<file path="src/hw/rtl/idr_pkg.sv">
// shared types and constants for the inertial dead reckoning step unit
package idr_pkg;

  localparam int ACC_W = 80;
  localparam logic [9:0] DIV_K = 10'd1000;
  localparam logic [5:0] DIV_LAST = 6'd63;

  typedef enum logic [1:0] {
    REG_VEL_SCALE = 2'd0,
    REG_JUMP_THR  = 2'd1,
    REG_POS_WT    = 2'd2,
    REG_RNG_WT    = 2'd3
  } reg_idx_t;

  typedef enum logic [4:0] {
    ST_IDLE,
    ST_GLD,
    ST_GRAV,
    ST_GFIN,
    ST_TT,
    ST_TFIN,
    ST_UU,
    ST_UFIN,
    ST_DV,
    ST_DVFIN,
    ST_PP,
    ST_PFIN,
    ST_DP,
    ST_DPFIN,
    ST_FCHK,
    ST_FUSE,
    ST_FFIN,
    ST_OUT
  } state_t;

  function automatic logic signed [31:0] sat32(input logic signed [ACC_W-1:0] x);
    logic signed [31:0] r;
    if (x > 80'sd2147483647) r = 32'sh7fffffff;
    else if (x < -80'sd2147483648) r = 32'sh80000000;
    else r = x[31:0];
    return r;
  endfunction

endpackage

</file>
<file path="src/hw/rtl/inertial_dead_reckoning_step_unit.sv">
// top level of the inertial dead reckoning step unit
// usage:
//   input channel (in_valid/in_ready) takes one word per sample: quaternion,
//   acceleration, millisecond stamp and ultrasonic range
//   output channel (out_valid/out_ready) returns one word per sample: velocity,
//   position and the skipped flag
//   apb port writes velocity_scale, range_jump_threshold, position_weight and
//   range_weight at byte addresses 0, 4, 8, 12; reads return them
// sequence: a skipped sample goes from idle straight to the output state, where its
//   result word is registered; any other sample runs each axis through the
//   bit-serial multiplier (one multiplier bit a cycle) and the radix-2 divide by
//   1000 (six divides per sample), and range fusion is added when the range jumps
// throughput: one sample at a time; in_ready is high only while idle
// reset: synchronous; state, config, history, vel, pos and out_valid are reset
// stall: a finished word waits in the output register; the unit accepts the
//   next sample and only holds before its own result if the old one is unread
module inertial_dead_reckoning_step_unit (
  input  logic               clk,
  input  logic               rst_n,
  input  logic               in_valid,
  output logic               in_ready,
  input  logic signed [15:0] in_quat_w,
  input  logic signed [15:0] in_quat_x,
  input  logic signed [15:0] in_quat_y,
  input  logic signed [15:0] in_quat_z,
  input  logic signed [31:0] in_accel_x,
  input  logic signed [31:0] in_accel_y,
  input  logic signed [31:0] in_accel_z,
  input  logic        [15:0] in_time_ms,
  input  logic signed [31:0] in_range,
  output logic               out_valid,
  input  logic               out_ready,
  output logic signed [31:0] out_vel_x,
  output logic signed [31:0] out_vel_y,
  output logic signed [31:0] out_vel_z,
  output logic signed [31:0] out_pos_x,
  output logic signed [31:0] out_pos_y,
  output logic signed [31:0] out_pos_z,
  output logic               out_skipped,
  input  logic               psel,
  input  logic               penable,
  input  logic               pwrite,
  input  logic        [3:0]  paddr,
  input  logic        [31:0] pwdata,
  output logic        [31:0] prdata,
  output logic               pready
);
  import idr_pkg::*;

  state_t state_r, state_nxt;

  logic signed [31:0] vscale_r;
  logic [30:0] thr_r;
  logic [17:0] pw_r, rw_r;

  logic [15:0] last_stamp_r, last_stamp_nxt;
  logic signed [31:0] last_range_r, last_range_nxt;
  logic signed [31:0] vel_r [3];
  logic signed [31:0] vel_nxt [3];
  logic signed [31:0] pos_r [3];
  logic signed [31:0] pos_nxt [3];

  logic signed [15:0] q_r [4];
  logic signed [15:0] q_nxt [4];
  logic signed [31:0] a_r [3];
  logic signed [31:0] a_nxt [3];
  logic signed [31:0] range_r, range_nxt;
  logic [16:0] d_r, d_nxt;
  logic skip_r, skip_nxt;
  logic [1:0] axis_r, axis_nxt;
  logic [1:0] k_r, k_nxt;

  logic signed [ACC_W-1:0] acc_r, acc_nxt;
  logic signed [ACC_W-1:0] mca_r, mca_nxt;
  logic [31:0] mcb_r, mcb_nxt;
  logic [5:0] cnt_r, cnt_nxt;
  logic [5:0] lim_r, lim_nxt;
  logic [63:0] dvd_r, dvd_nxt;
  logic [9:0] rem_r, rem_nxt;
  logic dneg_r, dneg_nxt;

  logic out_valid_r, out_valid_nxt;
  logic signed [31:0] ovel_r [3];
  logic signed [31:0] ovel_nxt [3];
  logic signed [31:0] opos_r [3];
  logic signed [31:0] opos_nxt [3];
  logic oskip_r, oskip_nxt;

  logic mul_last, div_last, grav_last, fuse_last, jump, out_load, cfg_wr;
  logic signed [ACC_W-1:0] mul_term;
  logic signed [39:0] g_c;
  logic signed [40:0] ad_c;
  logic signed [31:0] accv_c;
  logic signed [ACC_W-1:0] quo_c;
  logic signed [31:0] vel_new_c, pos_new_c, fuse_c;
  logic signed [32:0] rdiff_c;
  logic [32:0] rabs_c;

  assign mul_last  = (cnt_r == lim_r);
  assign div_last  = (cnt_r == DIV_LAST);
  assign grav_last = (axis_r == 2'd2) ? (k_r == 2'd3) : (k_r == 2'd1);
  assign fuse_last = (k_r == 2'd1);
  assign mul_term  = mcb_r[0] ? mca_r : '0;
  assign out_load  = (state_r == ST_OUT) && (!out_valid_r || out_ready);
  assign cfg_wr    = psel && penable && pwrite && pready;

  assign g_c = (axis_r == 2'd2) ? (($signed(acc_r[39:0]) + 40'sd2048) >>> 12)
                                : (($signed(acc_r[39:0]) + 40'sd1024) >>> 11);
  assign ad_c = 41'(a_r[axis_r]) - 41'(g_c);
  assign accv_c = sat32(ACC_W'(ad_c));
  assign quo_c = dneg_r ? -(ACC_W'({1'b0, dvd_r}) + ACC_W'(rem_r != 10'd0))
                        : ACC_W'({1'b0, dvd_r});
  assign vel_new_c = sat32(ACC_W'(vel_r[axis_r]) + quo_c);
  assign pos_new_c = sat32(ACC_W'(pos_r[axis_r]) + quo_c);
  assign fuse_c = sat32((acc_r + ACC_W'(32768)) >>> 16);
  assign rdiff_c = 33'(range_r) - 33'(last_range_r);
  assign rabs_c = rdiff_c[32] ? 33'(-rdiff_c) : 33'(rdiff_c);
  assign jump = rabs_c > {2'b00, thr_r};

  assign pready = 1'b1;
  always_comb begin
    unique case (reg_idx_t'(paddr[3:2]))
      REG_VEL_SCALE: prdata = vscale_r;
      REG_JUMP_THR:  prdata = {1'b0, thr_r};
      REG_POS_WT:    prdata = {14'd0, pw_r};
      REG_RNG_WT:    prdata = {14'd0, rw_r};
      default:       prdata = '0;
    endcase
  end

  always_comb begin
    state_nxt = state_r;
    unique case (state_r)
      ST_IDLE:  if (in_valid) state_nxt = (in_time_ms == last_stamp_r) ? ST_OUT : ST_GLD;
      ST_GLD:   state_nxt = ST_GRAV;
      ST_GRAV:  if (mul_last && grav_last) state_nxt = ST_GFIN;
      ST_GFIN:  state_nxt = ST_TT;
      ST_TT:    if (mul_last) state_nxt = ST_TFIN;
      ST_TFIN:  state_nxt = ST_UU;
      ST_UU:    if (mul_last) state_nxt = ST_UFIN;
      ST_UFIN:  state_nxt = ST_DV;
      ST_DV:    if (div_last) state_nxt = ST_DVFIN;
      ST_DVFIN: state_nxt = ST_PP;
      ST_PP:    if (mul_last) state_nxt = ST_PFIN;
      ST_PFIN:  state_nxt = ST_DP;
      ST_DP:    if (div_last) state_nxt = ST_DPFIN;
      ST_DPFIN: state_nxt = (axis_r == 2'd2) ? ST_FCHK : ST_GLD;
      ST_FCHK:  state_nxt = jump ? ST_FUSE : ST_OUT;
      ST_FUSE:  if (mul_last && fuse_last) state_nxt = ST_FFIN;
      ST_FFIN:  state_nxt = ST_OUT;
      ST_OUT:   if (out_load) state_nxt = ST_IDLE;
      default:  state_nxt = ST_IDLE;
    endcase
  end

  always_comb begin
    logic signed [ACC_W-1:0] ld_a;
    logic [31:0] ld_b;
    logic [5:0] ld_lim;
    logic ld_neg, ld;
    logic [10:0] dtry;
    logic dge;
    logic signed [64:0] dx;

    in_ready = (state_r == ST_IDLE);
    out_valid_nxt = out_valid_r && !out_ready;
    ovel_nxt = ovel_r;
    opos_nxt = opos_r;
    oskip_nxt = oskip_r;
    last_stamp_nxt = last_stamp_r;
    last_range_nxt = last_range_r;
    vel_nxt = vel_r;
    pos_nxt = pos_r;
    q_nxt = q_r;
    a_nxt = a_r;
    range_nxt = range_r;
    d_nxt = d_r;
    skip_nxt = skip_r;
    axis_nxt = axis_r;
    k_nxt = k_r;
    acc_nxt = acc_r;
    mca_nxt = mca_r;
    mcb_nxt = mcb_r;
    cnt_nxt = cnt_r;
    lim_nxt = lim_r;
    dvd_nxt = dvd_r;
    rem_nxt = rem_r;
    dneg_nxt = dneg_r;
    ld_a = '0;
    ld_b = '0;
    ld_lim = '0;
    ld_neg = 1'b0;
    dx = '0;

    // shift-add multiplier, msb of the multiplier digit has negative weight
    if (state_r inside {ST_GRAV, ST_TT, ST_UU, ST_PP, ST_FUSE}) begin
      acc_nxt = mul_last ? acc_r - mul_term : acc_r + mul_term;
      mca_nxt = mca_r <<< 1;
      mcb_nxt = mcb_r >> 1;
      cnt_nxt = cnt_r + 6'd1;
      if (mul_last) k_nxt = k_r + 2'd1;
    end

    // restoring divide by 1000, one quotient bit a cycle
    dtry = {rem_r, dvd_r[63]};
    dge = (dtry >= {1'b0, DIV_K});
    if (state_r inside {ST_DV, ST_DP}) begin
      rem_nxt = dge ? 10'(dtry - {1'b0, DIV_K}) : dtry[9:0];
      dvd_nxt = {dvd_r[62:0], dge};
      cnt_nxt = cnt_r + 6'd1;
    end

    case (state_r)
      ST_IDLE: begin
        if (in_valid) begin
          q_nxt[0] = in_quat_w;
          q_nxt[1] = in_quat_x;
          q_nxt[2] = in_quat_y;
          q_nxt[3] = in_quat_z;
          a_nxt[0] = in_accel_x;
          a_nxt[1] = in_accel_y;
          a_nxt[2] = in_accel_z;
          range_nxt = in_range;
          d_nxt = {1'b0, 16'(in_time_ms - last_stamp_r)};
          skip_nxt = (in_time_ms == last_stamp_r);
          axis_nxt = 2'd0;
        end
      end
      ST_UFIN: begin
        dx = 65'($signed(acc_r[79:16])) + 65'sd500;
        dneg_nxt = dx[64];
        dvd_nxt = dx[64] ? 64'(-dx) : dx[63:0];
        rem_nxt = '0;
        cnt_nxt = '0;
      end
      ST_DVFIN: vel_nxt[axis_r] = vel_new_c;
      ST_PFIN: begin
        dx = 65'(acc_r) + 65'sd500;
        dneg_nxt = dx[64];
        dvd_nxt = dx[64] ? 64'(-dx) : dx[63:0];
        rem_nxt = '0;
        cnt_nxt = '0;
      end
      ST_DPFIN: begin
        pos_nxt[axis_r] = pos_new_c;
        axis_nxt = axis_r + 2'd1;
      end
      ST_FFIN: pos_nxt[2] = fuse_c;
      ST_OUT: begin
        if (out_load) begin
          out_valid_nxt = 1'b1;
          ovel_nxt = vel_r;
          opos_nxt = pos_r;
          oskip_nxt = skip_r;
          if (!skip_r) begin
            last_stamp_nxt = 16'(d_r[15:0] + last_stamp_r);
            last_range_nxt = range_r;
          end
        end
      end
      default: ;
    endcase

    if (state_nxt != state_r) k_nxt = '0;

    // operand load for the multiply about to run
    ld = (state_nxt inside {ST_GRAV, ST_TT, ST_UU, ST_PP, ST_FUSE}) &&
         ((state_nxt != state_r) || mul_last);
    case (state_nxt)
      ST_GRAV: begin
        ld_lim = 6'd15;
        case ({axis_r, k_nxt})
          4'b00_00: begin ld_a = ACC_W'(q_r[1]); ld_b = 32'(unsigned'(q_r[3])); end
          4'b00_01: begin
            ld_a = ACC_W'(q_r[0]); ld_b = 32'(unsigned'(q_r[2])); ld_neg = 1'b1;
          end
          4'b01_00: begin ld_a = ACC_W'(q_r[0]); ld_b = 32'(unsigned'(q_r[1])); end
          4'b01_01: begin ld_a = ACC_W'(q_r[2]); ld_b = 32'(unsigned'(q_r[3])); end
          4'b10_00: begin ld_a = ACC_W'(q_r[0]); ld_b = 32'(unsigned'(q_r[0])); end
          4'b10_01: begin
            ld_a = ACC_W'(q_r[1]); ld_b = 32'(unsigned'(q_r[1])); ld_neg = 1'b1;
          end
          4'b10_10: begin
            ld_a = ACC_W'(q_r[2]); ld_b = 32'(unsigned'(q_r[2])); ld_neg = 1'b1;
          end
          default: begin ld_a = ACC_W'(q_r[3]); ld_b = 32'(unsigned'(q_r[3])); end
        endcase
      end
      ST_TT: begin
        ld_a = ACC_W'(accv_c);
        ld_b = 32'(d_r);
        ld_lim = 6'd16;
      end
      ST_UU: begin
        ld_a = acc_r;
        ld_b = vscale_r;
        ld_lim = 6'd31;
      end
      ST_PP: begin
        ld_a = ACC_W'(vel_new_c);
        ld_b = 32'(d_r);
        ld_lim = 6'd16;
      end
      ST_FUSE: begin
        ld_lim = 6'd18;
        if (k_nxt == 2'd0) begin
          ld_a = ACC_W'(pos_r[2]);
          ld_b = 32'(pw_r);
        end else begin
          ld_a = ACC_W'(range_r);
          ld_b = 32'(rw_r);
        end
      end
      default: ;
    endcase
    if (ld) begin
      mca_nxt = ld_neg ? -ld_a : ld_a;
      mcb_nxt = ld_b;
      lim_nxt = ld_lim;
      cnt_nxt = '0;
      if (state_nxt != state_r) acc_nxt = '0;
    end
  end

  always_ff @(posedge clk) begin
    if (!rst_n) begin
      state_r <= ST_IDLE;
      vscale_r <= 32'sd65536;
      thr_r <= 31'd6554;
      pw_r <= 18'd52429;
      rw_r <= 18'd13107;
      last_stamp_r <= '0;
      last_range_r <= '0;
      for (int i = 0; i < 3; i++) begin
        vel_r[i] <= '0;
        pos_r[i] <= '0;
      end
      out_valid_r <= 1'b0;
      axis_r <= '0;
      k_r <= '0;
      cnt_r <= '0;
    end else begin
      state_r <= state_nxt;
      if (cfg_wr) begin
        unique case (reg_idx_t'(paddr[3:2]))
          REG_VEL_SCALE: vscale_r <= pwdata;
          REG_JUMP_THR:  thr_r <= pwdata[30:0];
          REG_POS_WT:    pw_r <= pwdata[17:0];
          REG_RNG_WT:    rw_r <= pwdata[17:0];
          default: ;
        endcase
      end
      last_stamp_r <= last_stamp_nxt;
      last_range_r <= last_range_nxt;
      vel_r <= vel_nxt;
      pos_r <= pos_nxt;
      out_valid_r <= out_valid_nxt;
      axis_r <= axis_nxt;
      k_r <= k_nxt;
      cnt_r <= cnt_nxt;
    end
  end

  always_ff @(posedge clk) begin
    q_r <= q_nxt;
    a_r <= a_nxt;
    range_r <= range_nxt;
    d_r <= d_nxt;
    skip_r <= skip_nxt;
    acc_r <= acc_nxt;
    mca_r <= mca_nxt;
    mcb_r <= mcb_nxt;
    lim_r <= lim_nxt;
    dvd_r <= dvd_nxt;
    rem_r <= rem_nxt;
    dneg_r <= dneg_nxt;
    ovel_r <= ovel_nxt;
    opos_r <= opos_nxt;
    oskip_r <= oskip_nxt;
  end

  assign out_valid = out_valid_r;
  assign out_vel_x = ovel_r[0];
  assign out_vel_y = ovel_r[1];
  assign out_vel_z = ovel_r[2];
  assign out_pos_x = opos_r[0];
  assign out_pos_y = opos_r[1];
  assign out_pos_z = opos_r[2];
  assign out_skipped = oskip_r;

endmodule
</file>
<file path="config.mk">
export PLATFORM = sky130hd
export DESIGN_NAME = inertial_dead_reckoning_step_unit
export DESIGN_NICKNAME = d
export VERILOG_FILES = /design/src/hw/rtl/idr_pkg.sv /design/src/hw/rtl/inertial_dead_reckoning_step_unit.sv
export SDC_FILE = /design/constraint.sdc
export NUM_CORES = 2
export LEC_CHECK = 0
export ABC_AREA = 0
export BUFFER_PORTS_ARGS = -buffer_cell sky130_fd_sc_hd__buf_2
export CAP_MARGIN = 5
export CORE_MARGIN = 2
export CORE_UTILIZATION = 30
export DETAILED_ROUTE_END_ITERATION = 7
export GPL_ROUTABILITY_DRIVEN = 1
export SKIP_LAST_GASP = 1
export SLEW_MARGIN = 25
export SYNTH_ARGS = -nofsm -noshare
export SYNTH_HDL_FRONTEND = slang
export SYNTH_SLANG_ARGS = --single-unit
</file>
<file path="constraint.sdc">
create_clock -name clk -period 23.9 [get_ports clk]
set_input_delay 1.195 -clock clk [delete_from_list [all_inputs] [get_ports clk]]
set_output_delay 1.195 -clock clk [all_outputs]
set_load 0.1 [all_outputs]
</file>
# Word-level counts from Yosys, hierarchy flattened
# Cells that the tools add are included.
# Widths: inputs -> output; s select.
[totals] reg_bits=1030 latch_bits=0 ram_bits=0 romBits=0 inputBits=251 out_inout_bits=228 elab_cells=235 n_memories=0
[classes] n_addsub=23 multipliers=0 div_mod_pow=0 magnitude_cmp=12 eq_ne=39 shift=0 mux=74 bitwise_logic=3 n_reduce_logical=43
[ops] cell="$mux 80" count=10
[ops] cell="$mux 32" count=17
[ops] cell="$pmux 80 s5" count=1
[ops] cell="$pmux 32 s4" count=2
[ops] cell="$pmux 80 s3" count=1
[ops] cell="$bmux 32 s2" count=3
[ops] cell="$bwmux 96" count=2
[ops] cell="$mux 64" count=3
[ops] cell="$add 32x80->80" count=2
[ops] cell="$gt 80x32->1 const B" count=2
[ops] cell="$lt 80x32->1 const B" count=2
[ops] cell="$neg 64->64" count=2
[ops] cell="$pmux 64 s2" count=1
[ops] cell="$pmux 5 s18" count=1
[ops] cell="$add 80x17->80 const B" count=1
[ops] cell="$add 80x80->80" count=1
[ops] cell="$neg 65->80" count=1
[ops] cell="$neg 80->80" count=1
[ops] cell="$sub 80x80->80" count=1
[ops] cell="$add 64x1->65" count=1
[ops] cell="$add 64x10->65 const B" count=1
[ops] cell="$add 65x10->65 const B" count=1
[ops] cell="$demux 32 s2" count=1
[ops] cell="$gt 64x32->1 const B" count=1
[ops] cell="63 further kinds" count=135

# Depth between registers and ports, before layout
[logic_depth] word_depth=15 ltp_mapped=51 depth_no_buf=50

# Worst setup path before layout
# Ideal clock, no wire load.
[synth_timing] path_type="register to register" from="reg state_r[4]" to="reg mca_r[0], enable pin" setup_time_ns=1.003 arrival_time_ns=10.078 required_ns=22.897 path_slack_ns=12.819 path_stages_with_launch=17 path_buffers=4 period_less_slack_ns=11.081 cell_sequence="dfxtp_1 -> clkbuf_1 -> nor3_1 -> and2_1 -> nand2_1 -> inv_1 -> a21oi_1 -> o21ai_0 -> nor4_1 -> and3_1 -> or2_2 -> or3_1 -> o22ai_1 -> clkbuf_1 -> buf_1 -> clkbuf_1 -> nand2_1"
[synth_between] elab_cells_between_ends=40 cone_classes="eq/ne: 23; mux: 10; reduce/logical: 7"
[synth_rtl] element="from (decl)" line="inertial_dead_reckoning_step_unit.sv:50" rtl="state_t state_r, state_nxt;"
[synth_rtl] element="from (signal assigned)" line="inertial_dead_reckoning_step_unit.sv:343" rtl="state_r <= state_nxt;"
[synth_rtl] element="$logic_not 5->1 *"
[synth_rtl] element="named net in_ready" line="inertial_dead_reckoning_step_unit.sv:21" rtl="output logic in_ready,"
[synth_rtl] element="$pmux 5 s18 *" line="inertial_dead_reckoning_step_unit.sv:133" rtl="unique case (state_r)"
[synth_rtl] element="$eq 5x2->1, or another cell as far along" line="inertial_dead_reckoning_step_unit.sv:267" rtl="ld = (state_nxt inside {ST_GRAV, ST_TT, ST_UU, ST_PP, ST_FUSE}) &&"
[synth_rtl] element="$reduce_bool 5->1 / $logic_or 1x1->1 (equally long branches)" line="inertial_dead_reckoning_step_unit.sv:267, inertial_dead_reckoning_step_unit.sv:268"
[synth_rtl] element="$logic_and 1x1->1 *" line="inertial_dead_reckoning_step_unit.sv:267"
[synth_rtl] element="$reduce_bool 2->1 (no source line) *"
[synth_rtl] element="to (signal assigned)" line="inertial_dead_reckoning_step_unit.sv:371" rtl="mca_r <= mca_nxt;"
[synth_rtl] element="to (decl)" line="inertial_dead_reckoning_step_unit.sv:74" rtl="logic signed [ACC_W-1:0] mca_r, mca_nxt;"
# The timed path passes the listed nets; every way through them passes the cells marked *.
# A chain may end at the register's enable or synchronous reset.

# Final worst setup path
[layout_timing] from="reg rem_r[2]" to="reg mca_r[16], data pin"
[layout_between] elab_chain_cells=12 elab_cells_between_ends=13 cone_classes="add/sub: 4; order compare: 2; mux: 6; reduce/logical: 1"
[layout_lines] element="from (decl)" line="inertial_dead_reckoning_step_unit.sv:79" rtl="logic [9:0] rem_r, rem_nxt;"
[layout_lines] element="from (signal assigned)" line="inertial_dead_reckoning_step_unit.sv:375" rtl="rem_r <= rem_nxt;"
[layout_lines] element="$reduce_bool 10->1 *" line="inertial_dead_reckoning_step_unit.sv:111" rtl="assign quo_c = dneg_r ? -(ACC_W'({1'b0, dvd_r}) + ACC_W'(rem_r != 10'd0))"
[layout_lines] element="$add 64x1->65 *" line="inertial_dead_reckoning_step_unit.sv:111"
[layout_lines] element="$neg 65->80 *" line="inertial_dead_reckoning_step_unit.sv:111"
[layout_lines] element="$mux 80 *" line="inertial_dead_reckoning_step_unit.sv:111"
[layout_lines] element="$add 32x80->80 *" line="inertial_dead_reckoning_step_unit.sv:113" rtl="assign vel_new_c = sat32(ACC_W'(vel_r[axis_r]) + quo_c);"
[layout_lines] element="$lt 80x32->1" line="idr_pkg.sv:39" rtl="else if (x < -80'sd2147483648) r = 32'sh80000000;"
[layout_lines] element="$mux 32" line="idr_pkg.sv:39"
[layout_lines] element="$mux 32 *" line="idr_pkg.sv:38" rtl="if (x > 80'sd2147483647) r = 32'sh7fffffff;"
[layout_lines] element="$pmux 80 s5 *" line="inertial_dead_reckoning_step_unit.sv:269" rtl="case (state_nxt)"
[layout_lines] element="$neg 80->80" line="inertial_dead_reckoning_step_unit.sv:317" rtl="mca_nxt = ld_neg ? -ld_a : ld_a;"
[layout_lines] element="$mux 80 *" line="inertial_dead_reckoning_step_unit.sv:317"
[layout_lines] element="$mux 80 *" line="inertial_dead_reckoning_step_unit.sv:316" rtl="if (ld) begin"
[layout_lines] element="named net mca_nxt[16]" line="inertial_dead_reckoning_step_unit.sv:74"
# Marked as above.

==> results by group <==
Yosys
  – Ys flop type: edfxtp_1
  – Asr flop ratio synth: 0%
  – Number of synthesized register bits: a little over 1k
  – Syn Inst Count: roughly 9.4k
  – Post-synthesis sequential area ratio: between 30% and 40%
  – Mapped Area: between 0.07 and 0.08 mm^2
  – Proportion of synthesized area in mux cells: 2.90%
  – Syn Nets: 10.1k
  – Synth Area in Compound Gates: a little under a quarter
  – Avg Cell Area, Syn: around 8.2 um^2
  – Yosys warnings: 0
  – XOR/XNOR share of the synthesized area: 8.78%
  – Number of synthesized flops with an enable pin: just under 600
  – Post-Synth Adder-Cell Area: approximately 7.5%
  – Yosys cell types: roughly 130
  – Post-Synth Simple-Gate Area: between 15 and 20%
  – Largest family of logic cells by synthesized area: compound AO/OA/AOI/OAI gates

GRT
  – Initial antenna violation count: approximately 40
  – Total GRT Usage: 22.2%
  – Number of global-route vias before repair: between 60k and 70k
  – First-pass GRT wire length: ~450 mm
  – Largest net degree at the start of global routing: approximately 150
  – Grt ovf: 0

Die
  – IO Pins: 479
  – Row cnt: between 150 and 200
  – Die Y: 512 um
  – Initial core utilization: a little under a third
  – Die area: between 0.2 and 0.3 mm^2
  – Die X-Extent: around 510 um
  – CORE AREA: ~0.26 mm^2

Cells and area
  – Nets: roughly 10k
  – Area Growth Syn to Fin: 12.9%
  – Share of cells above drive strength 1: 10.4%

Power and ir drop
  – NetSw: around 2.5 mW
  – Comb power frac: 37.1%
  – Power, Total: 6.41 mW
  – Switching share of power: between 30% and 40%
  – Worst-case vdd ir drop: 66.3 uV
  – Sequential power share: 34.3%
  – Int Power: 3.94 mW
  – Leak: 33.1 nW
  – Power per cell area: around 73 mW/mm^2
  – Clock power share: between 20% and 30%

Timing
  – Rel. slew slack: roughly 16%
  – Fin worst setup slack: 9.96 ns
  – Final hold violations: 0
  – Fin crit period: ~14 ns
  – Setup violations, final: 0
  – Peak Freq: between 0.07 and 0.08 GHz
  – TNS Setup: 0 ns
  – Min Hold Slack: between 0.4 and 0.5 ns
  – RSZ-0062 raised after global routing: no
  – Final worst path period share: between 50 and 60%
  – Worst Max-Slew Pin Slew: 1.25 ns
  – Max Slew Vio Count: 0
  – Clock Skews: about 0.065 ns

Place
  – # port buffers: between 400 and 500
  – Routability Congestion: 1.03
  – Pre-CTS WS: around 10 ns
  – Hpwl dp: between 200 and 250 mm

Worst hold path
  – Worst Hold Class: reg -> reg

Detailed routing
  – DRC viols: 8
  – Drt total wl: approximately 310 mm
  – Post-DR vias/cell: ~5.6
  – Vias: ~74k
  – Drt first pass iters: 8
  – Routed Antenna Nets: 0
  – Wire per inst: 23.3 um
  – Drt initial violations: roughly 9k

Worst setup path
  – Worst endpoint data arrival time: around 14 ns
  – Max incr delay on CP: approximately 0.84 ns
  – Slowest library cell on the worst path: a2111oi_0
  – Crit path required time: between 20 and 25 ns
  – Kind of critical path: reg -> reg
  – Crit end category: register
  – Critical Path Source Type: register
  – CP Max Fanout: 37

Clock tree
  – Total CTS buffers: ~110
  – Post-CTS Setup Repair Bufs: 0
  – CTS Hold Bufs: 0
  – # resized after CTS: 0
  – Root Buffer: clkbuf_16
  – Clock Sinks: slightly above 1k
  – Clock Pin Slew Worst Setup and Hold Paths: 0.07 ns
  – H-tree depth: 3
  – CTS tree: built
  – Skew-Pair Late Insertion Delay: about 0.80 ns
  – Longest Clk Path Bufs: 3

Flow run
  – Max Cap Viol: 0

Status
  – Failing checks: design-rule violations
  – Outcome: finished with violations
==> metal layers <==
| metal | global-route usage (%) | vias up | wire length (um) |
|---|---|---|---|
| li1 | - | 34726 | - |
| met1 | 31.8 | 34858 | 134000 |
| met2 | 32.9 | 3704 | 128000 |
| met3 | 4.60 | 568 | 31200 |
| met4 | 7.78 | 30 | 12200 |
| met5 | 0 | - | 202 |
==> power groups by stage <==
stage,sequential (mW),combinational [mW],clock (mW)
floorplan,2.13,1.72,0
global placement,2.23,2.31,0
detailed placement,2.23,2.31,0
CTS,2.19,2.32,1.85
global route,2.21,2.58,1.92
finish,2.20,2.38,1.83
==> stage by stage <==
stage               area, um^2  util, %  instances
finish                   87400     34.0      13119
global route             87400     34.0      13109
CTS                      87300     34.0      13105
detailed placement       83500     32.5      12897
global placement         83500     32.5      12896
floorplan                77400        -       9394
==> cells by family after synthesis <==
kind of cell             after synthesis
AND/OR/NAND/NOR                     3232
AO/OA/AOI/OAI                       2851
flip-flops                          1027
buffers and inverters                852
XOR/XNOR                             774
adder cells (fa/ha/maj)              457
multiplexers                         200
other                                  1
==> cells in the final DEF, fill, tap and decap left out, types with 100 or more instances in the layout <==
cell type	Yosys	layout
nand2_1	1291	1288
a21oi_1	849	845
nor2_1	793	784
o21ai_0	688	673
edfxtp_1	582	582
buf_2	44	474
xnor2_1	469	466
ha_1	450	449
dfxtp_1	445	443
inv_1	316	315
xor2_1	303	301
a21o_1	271	270
nand3_1	231	231
buf_4	5	172
mux2i_1	167	167
nand4_1	167	167
nor3_1	147	142
a211oi_1	141	141
clkbuf_16	0	113
a31oi_1	104	103
a22oi_1	100	100
==> path summary, 6_finish.rpt <==
kind | start | end | slack, ns | cells after the start
setup / recovery | rem_r[2] | mca_r[16] | 9.96 | 48
hold / removal | vel_r[2] | out_vel_z[2] | 0.44 | 0
setup reg to reg | rem_r[2] | mca_r[16] | 9.96 | 48
hold reg to reg | vel_r[2] | out_vel_z[2] | 0.44 | 0
==> synthesized netlist by cell type (75+ instances only) <==
library cell  count  share of area (%)
a21oi_1         849                5.5
and3_1           86               0.70
a22oi_1         100               0.97
nand4_1         167                1.3
clkbuf_1        428                2.1
ha_1            450                7.3
a211oi_1        141                1.4
or3_1            75               0.61
inv_1           316                1.5
nor2_1          793                3.8
nand3_1         231                1.5
a31oi_1         104               0.84
mux2i_1         167                2.2
dfxtp_1         445                 12
o21bai_1         85               0.82
edfxtp_1        582                 23
nand2_1        1291                6.3
nor3_1          147               0.95
a21o_1          271                2.6
o21ai_0         688                4.4
xor2_1          303                3.4
xnor2_1         469                5.3
==> state kept, by name (all words and copies together), names as in the netlist, 18 cells and up <==
| register | cells |
|---|---|
| a_r | 96 |
| last_range_r | 32 |
| out_vel_x | 32 |
| acc_r | 80 |
| vscale_r | 32 |
| out_pos_y | 32 |
| vel_r | 96 |
| mca_r | 80 |
| pos_r | 96 |
| out_pos_x | 32 |
| q_r | 64 |
| out_vel_y | 32 |
| mcb_r | 32 |
| dvd_r | 64 |
| pw_r | 18 |
| rw_r | 18 |
| range_r | 32 |
| out_pos_z | 32 |
| thr_r | 31 |
| out_vel_z | 32 |
==> area by class of cell <==
class	count	area, um^2
multi-input cells	7515	48000
flip-flops and latches	1027	26400
inverters	322	1220
well taps	3384	4230
clock inverters	63	785
repair buffers	649	3710
clock buffers	145	3030
diodes	14	35.0
fillers	26816	169000
==> critical path: cells and delay by family (launching register included) <==
family	cells	cell delay [ns]
buf+inv	2	0.47
fa+ha+maj	5	1.12
xor+xnor	1	0.18
flops	1	0.34
simple gates	19	5.44
compound gates	21	5.98
(Power assumes the default switching activity.)
